$ cat src/rtl/core/cdq_pkg.sv
// shared types and constants of the circular deque
package cdq_pkg;

  localparam int unsigned DEPTH_DEF = 8;
  localparam int unsigned WORD_W    = 32;
  localparam int unsigned MODE_W    = 2;
  localparam int unsigned STATUS_W  = 2;
  localparam int unsigned OCC_W     = 4;

  typedef enum logic [MODE_W-1:0] {
    MODE_PUSH_REAR  = 2'd0,
    MODE_PUSH_FRONT = 2'd1,
    MODE_POP_FRONT  = 2'd2,
    MODE_POP_REAR   = 2'd3
  } mode_e;

  typedef enum logic [STATUS_W-1:0] {
    ST_OK        = 2'd0,
    ST_OVERFLOW  = 2'd1,
    ST_UNDERFLOW = 2'd2
  } status_e;

  // what one cell does with its word in a cycle
  typedef enum logic [1:0] {
    CELL_HOLD  = 2'd0,
    CELL_LOAD  = 2'd1,
    CELL_SHR   = 2'd2,
    CELL_SHL   = 2'd3
  } cell_op_e;

endpackage

$ cat src/rtl/core/cdq_if.sv
// operation and result channels of the circular deque
interface cdq_in_if import cdq_pkg::*; ();
  logic                     valid;
  logic                     ready;
  logic [MODE_W-1:0]        mode;
  logic signed [WORD_W-1:0] data_in;

  modport source (output valid, mode, data_in, input ready);
  modport sink (input valid, mode, data_in, output ready);
endinterface

interface cdq_out_if import cdq_pkg::*; ();
  logic                     valid;
  logic                     ready;
  logic signed [WORD_W-1:0] data_out;
  logic [STATUS_W-1:0]      status;
  logic [OCC_W-1:0]         occupancy;

  modport source (output valid, data_out, status, occupancy, input ready);
  modport sink (input valid, data_out, status, occupancy, output ready);
endinterface

$ cat src/rtl/core/circular_deque.sv
// an accepted operation's result is registered, shown in the next cycle
// throughput: one operation per cycle while results are taken; on a push or
//   pop at the front all cells shift at once; front always sits in cell zero
// reset: the fill count clears at once and the deque is empty; cell contents
//   are left as they are and never read before written
module circular_deque import cdq_pkg::*; #(
  parameter int unsigned DEPTH = DEPTH_DEF
) (
  input  logic clk_i,
  input  logic rst_ni,
  cdq_in_if.sink    in_i,
  cdq_out_if.source out_o
);

  localparam int unsigned CntW = $clog2(DEPTH + 1);

  logic [CntW-1:0]          count_q, count_d;
  logic                     out_valid_q;
  logic signed [WORD_W-1:0] data_out_q, data_out_d;
  status_e                  status_q, status_d;
  logic [OCC_W-1:0]         occ_q;

  logic                     accept;
  logic                     full, empty;
  mode_e                    mode;
  cell_op_e                 cell_op [DEPTH];
  logic signed [WORD_W-1:0] cell_word [DEPTH];
  logic signed [WORD_W-1:0] rear_word;

  assign mode     = mode_e'(in_i.mode);
  assign in_i.ready = !out_valid_q || out_o.ready;
  assign accept   = in_i.valid && in_i.ready;
  assign full     = (count_q == CntW'(DEPTH));
  assign empty    = (count_q == '0);

  // per cell control
  always_comb begin
    for (int i = 0; i < DEPTH; i++) begin
      cell_op[i] = CELL_HOLD;
      if (accept) begin
        case (mode)
          MODE_PUSH_REAR:  if (!full && count_q == CntW'(i)) cell_op[i] = CELL_LOAD;
          MODE_PUSH_FRONT: if (!full) cell_op[i] = CELL_SHR;
          MODE_POP_FRONT:  if (!empty) cell_op[i] = CELL_SHL;
          default:         cell_op[i] = CELL_HOLD;
        endcase
      end
    end
  end

  for (genvar g = 0; g < DEPTH; g++) begin : gen_cell
    logic signed [WORD_W-1:0] left_w, right_w;
    if (g == 0) begin : gen_first
      assign left_w = in_i.data_in;
    end else begin : gen_mid_l
      assign left_w = cell_word[g-1];
    end
    if (g == DEPTH - 1) begin : gen_last
      assign right_w = in_i.data_in;
    end else begin : gen_mid_r
      assign right_w = cell_word[g+1];
    end
    cdq_cell u_cell (
      .clk_i   (clk_i),
      .op_i    (cell_op[g]),
      .load_i  (in_i.data_in),
      .left_i  (left_w),
      .right_i (right_w),
      .word_o  (cell_word[g])
    );
  end

  // rear word sits in the cell just below the fill count
  always_comb begin
    rear_word = '0;
    for (int i = 0; i < DEPTH; i++) begin
      if (count_q == CntW'(i + 1)) rear_word = rear_word | cell_word[i];
    end
  end

  always_comb begin
    count_d    = count_q;
    data_out_d = '0;
    status_d   = ST_OK;
    case (mode)
      MODE_PUSH_REAR, MODE_PUSH_FRONT: begin
        if (full) status_d = ST_OVERFLOW;
        else count_d = count_q + CntW'(1);
      end
      MODE_POP_FRONT: begin
        if (empty) status_d = ST_UNDERFLOW;
        else begin
          data_out_d = cell_word[0];
          count_d    = count_q - CntW'(1);
        end
      end
      default: begin
        if (empty) status_d = ST_UNDERFLOW;
        else begin
          data_out_d = rear_word;
          count_d    = count_q - CntW'(1);
        end
      end
    endcase
  end

  always_ff @(posedge clk_i or negedge rst_ni) begin
    if (!rst_ni) begin
      count_q     <= '0;
      out_valid_q <= 1'b0;
    end else begin
      if (accept) count_q <= count_d;
      if (accept) out_valid_q <= 1'b1;
      else if (out_o.ready) out_valid_q <= 1'b0;
    end
  end

  always_ff @(posedge clk_i) begin
    if (accept) begin
      data_out_q <= data_out_d;
      status_q   <= status_d;
      occ_q      <= OCC_W'(count_d);
    end
  end

  assign out_o.valid     = out_valid_q;
  assign out_o.data_out  = data_out_q;
  assign out_o.status    = status_q;
  assign out_o.occupancy = occ_q;

  a_count_range: assert property (@(posedge clk_i) disable iff (!rst_ni)
    count_q <= CntW'(DEPTH))
    else $error("fill count beyond depth");

  a_overflow: assert property (@(posedge clk_i) disable iff (!rst_ni)
    accept && full && (mode == MODE_PUSH_REAR || mode == MODE_PUSH_FRONT)
    |=> out_o.valid && out_o.status == ST_OVERFLOW && $stable(count_q))
    else $error("push on full deque not flagged");

  a_pop_count: assert property (@(posedge clk_i) disable iff (!rst_ni)
    accept && !empty && (mode == MODE_POP_FRONT || mode == MODE_POP_REAR)
    |=> count_q + CntW'(1) == $past(count_q) && out_o.status == ST_OK)
    else $error("pop did not drop the fill count");

  a_result_shown: assert property (@(posedge clk_i) disable iff (!rst_ni)
    accept |=> out_valid_q)
    else $error("accepted operation gave no result");

endmodule

$ cat src/rtl/core/cdq_cell.sv
// one storage cell of the deque row
module cdq_cell import cdq_pkg::*; (
  input  logic                     clk_i,
  input  cell_op_e                 op_i,
  input  logic signed [WORD_W-1:0] load_i,
  input  logic signed [WORD_W-1:0] left_i,
  input  logic signed [WORD_W-1:0] right_i,
  output logic signed [WORD_W-1:0] word_o
);

  logic signed [WORD_W-1:0] word_q;
  logic signed [WORD_W-1:0] word_d;

  always_comb begin
    case (op_i)
      CELL_LOAD: word_d = load_i;
      CELL_SHR:  word_d = left_i;
      CELL_SHL:  word_d = right_i;
      default:   word_d = word_q;
    endcase
  end

  always_ff @(posedge clk_i) begin
    word_q <= word_d;
  end

  assign word_o = word_q;

endmodule
$ cat src/flat_wrapper.sv
// flat-port wrapper written by rule: the top's interface ports become plain ports
module circular_deque_flat import cdq_pkg::*;
#(
  parameter int unsigned DEPTH = DEPTH_DEF
)
  (clk_i, rst_ni, in_i_valid, in_i_mode, in_i_data_in, in_i_ready, out_o_valid, out_o_data_out, out_o_status, out_o_occupancy, out_o_ready);
  cdq_in_if in_i_i ();
  cdq_out_if out_o_i ();
  input  logic clk_i;
  input  logic rst_ni;
  input wire logic [$bits(in_i_i.valid)-1:0] in_i_valid;
  input wire logic [$bits(in_i_i.mode)-1:0] in_i_mode;
  input wire logic [$bits(in_i_i.data_in)-1:0] in_i_data_in;
  output wire logic [$bits(in_i_i.ready)-1:0] in_i_ready;
  output wire logic [$bits(out_o_i.valid)-1:0] out_o_valid;
  output wire logic [$bits(out_o_i.data_out)-1:0] out_o_data_out;
  output wire logic [$bits(out_o_i.status)-1:0] out_o_status;
  output wire logic [$bits(out_o_i.occupancy)-1:0] out_o_occupancy;
  input wire logic [$bits(out_o_i.ready)-1:0] out_o_ready;
  assign in_i_i.valid = in_i_valid;
  assign in_i_i.mode = in_i_mode;
  assign in_i_i.data_in = in_i_data_in;
  assign in_i_ready = in_i_i.ready;
  assign out_o_valid = out_o_i.valid;
  assign out_o_data_out = out_o_i.data_out;
  assign out_o_status = out_o_i.status;
  assign out_o_occupancy = out_o_i.occupancy;
  assign out_o_i.ready = out_o_ready;
  circular_deque #(.DEPTH(DEPTH)) u_core (.clk_i(clk_i), .rst_ni(rst_ni), .in_i(in_i_i), .out_o(out_o_i));
endmodule
$ cat config.mk
export PLATFORM = sky130hd
export DESIGN_NAME = circular_deque_flat
export DESIGN_NICKNAME = d
export VERILOG_FILES = /design/src/rtl/core/cdq_pkg.sv /design/src/rtl/core/cdq_if.sv /design/src/rtl/core/circular_deque.sv /design/src/rtl/core/cdq_cell.sv /design/src/flat_wrapper.sv
export SDC_FILE = /design/constraint.sdc
export NUM_CORES = 1
export LEC_CHECK = 0
export ABC_AREA = 1
export ABC_CLOCK_PERIOD_IN_PS = 5700
export BUFFER_PORTS_ARGS = -buffer_cell sky130_fd_sc_hd__buf_2
export CORE_AREA = 5 5 226 184
export DETAILED_ROUTE_END_ITERATION = 7
export DIE_AREA = 0 0 231 189
export HOLD_SLACK_MARGIN = 0.02
export PLACE_DENSITY = 0.68
export RECOVER_POWER = 100
export SETUP_SLACK_MARGIN = 0.4
export SYNTH_ARGS = -nofsm -noshare
export SYNTH_HDL_FRONTEND = slang
export SYNTH_SLANG_ARGS = --single-unit
$ cat constraint.sdc
create_clock -name clk_i -period 5.7 [get_ports clk_i]
set_clock_uncertainty 0.2 [all_clocks]
set_input_delay 0.855 -clock clk_i [delete_from_list [all_inputs] [get_ports clk_i]]
set_output_delay 0.855 -clock clk_i [all_outputs]
set_load 0.005 [all_outputs]
==> results.yml <==
routing:
  num_vias: 16100
  detail-route-antenna-nets: 0
  routed_wl_mm: 58.0
  dr.pass1.iters: 7
  drc: 0
  avgViaCountPerCell: 6.58
  dr_wl_met2_mm: 25.8
  dr_wl_met3_mm: 7.11
  wl_per_cell_um: 23.7
  drt-initial-drc-count: 2848
  wirelength_met1_mm: 23.0
  top_layer: "met4"
placement:
  gp_congestion: 0.845
  hpwlAfterDp_mm: 30.4
  io_buffers: 77
  place_ws_ns: 1.79
synthesis:
  synth_edf_count: 294
  ys_seq_elements: 299
  yosysTopAreaCell: "edfxtp_1"
  yosysSeqAreaShare_pct: 51.8
  synth_cell_types: 27
  netlist_area_sq_um: 17300
  ys_top_cells_by_count: "nand2_1 (469), nand4_1 (400), nand3_1 (364)"
  synthArstFlopShare_pct: 1.67
  avgSynthCellArea_sq_um: 8.78
  syn_inst: 1968
  yosys_warnings: 0
  synth_top_area_share_pct: 51.1
  syn-num-nets: 2010
  synth_area_leaders: "edfxtp_1 (51%), nand4_1 (14%), nand3_1 (11%)"
  ys.flop_type: "edfxtp_1"
  synth_most_common_cell: "nand2_1"
timing:
  setup-tns-final_ns: 0
  min_period_over_period_pct: 82.3
  relSlewSlack_pct: -55.6
  worstMarginPinSlew_ns: 2.33
  rsz0062_at_grt: "false"
  setup_ws_ns: 1.01
  fmax_mhz: 213
  setup_viol: 0
  min_period_ns: 4.69
  hold_viol: 0
  maxSlewViolCount: 383
floorplanning:
  die_w_um: 231
  rows: 65
  ioPinCount: 78
  fp.dieH_um: 189
  start_util_pct: 44.3
  die_area_sq_um: 43700
  core_area_sq_um: 39000
power:
  p_sw_mw: 3.45
  peakVddDrop_v: 0.000452
  p_seq_share_pct: 38.7
  pwr-share-clk_pct: 25.3
  power.density_nw_per_um2: 440
  power_leakage_nw: 7.15
  intPower_mw: 4.70
  swShare_pct: 42.3
  power_frac_comb_pct: 36.0
clock_tree:
  cts.clk_slew.worst_paths_ns: 0.06
  clock_latency_ns: 0.54
  cts.repair.resized: 0
  cts-root-buf: "clkbuf_16"
  cts.htree.levels: 2
  clock_path_buffers: 3
  cts_tree: "yes"
  cts.sinks: 299
  numCtsBuffers: 34
  post_cts_buffers: 0
worst_setup_path:
  cp-endpoint: "u_core.gen_cell[7].u_cell.word_o[3]"
  r2r_cells: 8
  crit_required_ns: 5.65
  r2r_slack_ns: 1.01
  crit_arrival_ns: 4.64
  cp_max_fo: 57
  timing.rr.end: "u_core.gen_cell[7].u_cell.word_o[3]"
  cp-startpoint: "u_core.count_q[0]"
  worstSetupEndpointType: "flop"
  startpoint_type: "flop"
  critPathKind: "reg2reg"
  rr_startpoint: "u_core.count_q[0]"
grt:
  antenna_found_initial: 0
  grt_pass1_vias: 14600
  grt_max_degree: 254
  grt.total_usage_pct: 25.4
  grt.overflow.total: 0
  grt_first_pass_wirelength_mm: 88.1
layout:
  finalCoreUtilization_pct: 47.4
  drive_above_1_share_pct: 7.30
  synthToLayoutAreaGrowth_pct: 7.16
  nNetsFinal: 1967
  n_fill_cell: 3704
  seq_area_sq_um: 8950
  multi_input_area_sq_um: 6980
worst_hold_path:
  worst_hold_path_type: "reg2reg"
run:
  drv_cap: 10
run_status:
  status: "finished with violations"
  violations: "max-capacitance violations, max-slew violations"
[state kept, by name, summed over array words and instances (netlist names)]
| signal | count |
|---|---|
| u_core.gen_cell.u_cell.word_o | 256 |
| u_core.out_o.data_out | 32 |
| u_core.count_q | 4 |
| u_core.out_o.occupancy | 4 |
| u_core.out_o.status | 2 |
| u_core.out_o.valid | 1 |
[stage by stage]
stage | std cells | total power [mW] | hold WS (ns) | instance area (sq um)
after global placement | 2390 | 6.00 | 0.315 | 17700
after detailed placement | 2390 | 6.05 | 0.319 | 17700
after CTS | 2447 | 8.11 | 0.342 | 18700
after global routing | 2447 | 8.48 | 0.365 | 18500
final | 2448 | 8.15 | 0.337 | 18500
after floorplan | 1968 | 5.12 | 0.334 | 17300
[metal layers]
layer	global-route usage (%)	vias to the layer above
met3	4.86	157
li1	-	7169
met4	8.59	0
met1	36.1	7607
met5	0	-
met2	39.3	1186
[critical path, stage by stage, from the launching register on]
cell and delay, ns:
dfrtp_1 0.43, inv_1 0.18, ha_1 0.73, nand2_1 0.16, nand2_1 0.43, nand2_8 0.35, nand2_4 0.51, nand2_1 0.67
clkbuf_2 0.60
[cells by family (layout without fill, tap and decap cells)]
logic type	after synthesis	count (layout)	share of synthesized area [%]
fa+ha+maj	4	4	0.290
simple gates	1326	1326	37.8
other cells	0	1	0
xor+xnor	1	1	0.0507
flops	299	299	51.8
buf+inv	266	243	7.88
compound gates	72	72	2.11
[how the worst min path moves through the flow]
stage                             from            endpoint  slack [ns]  cells after the start
finish              u_core.out_o.valid  u_core.out_o.valid        0.34                      2
detailed placement  u_core.out_o.valid  u_core.out_o.valid        0.32                      2
CTS                 u_core.out_o.valid  u_core.out_o.valid        0.34                      2
floorplan           u_core.out_o.valid  u_core.out_o.valid        0.33                      2
global route        u_core.out_o.valid  u_core.out_o.valid        0.36                      2
global placement    u_core.out_o.valid  u_core.out_o.valid        0.31                      2
[layout make-up]
class / count / area share (%)
Sequential cell: 299 / 48.4
Multi-Input combinational cell: 1403 / 37.7
Clock buffer: 41 / 4.74
Timing Repair Buffer: 114 / 3.64
Tap cell: 502 / 3.39
Inverter: 73 / 1.53
Clock inverter: 15 / 0.615
Antenna cell: 1 / 0.0135
[cell usage in the layout (no fill, tap or decap), drive strengths merged]
cell	count
edfxtp	294
nand2	484
dlygate4sd3	1
ha	4
inv	74
bufinv	1
diode	1
nor2	76
nand4	400
buf	74
dfrtp	5
clkinv	13
xnor2	1
o21ai	65
clkbuf	80
a21oi	4
nand3	366
a31oi	3
[power by group through the flow]
stage	logic [mW]	registers [mW]	clock network, mW
floorplan	2.00	3.12	0
global placement	2.84	3.17	0
detailed placement	2.88	3.18	0
CTS	2.89	3.13	2.09
global route	3.12	3.18	2.18
finish	2.93	3.15	2.06
[what timing repair did]
item	4_1_cts	5_1_grt
hold endpoints to repair	5	0
hold buffers	1	0
setup endpoints to repair	0	0
(Power assumes the default switching activity.)
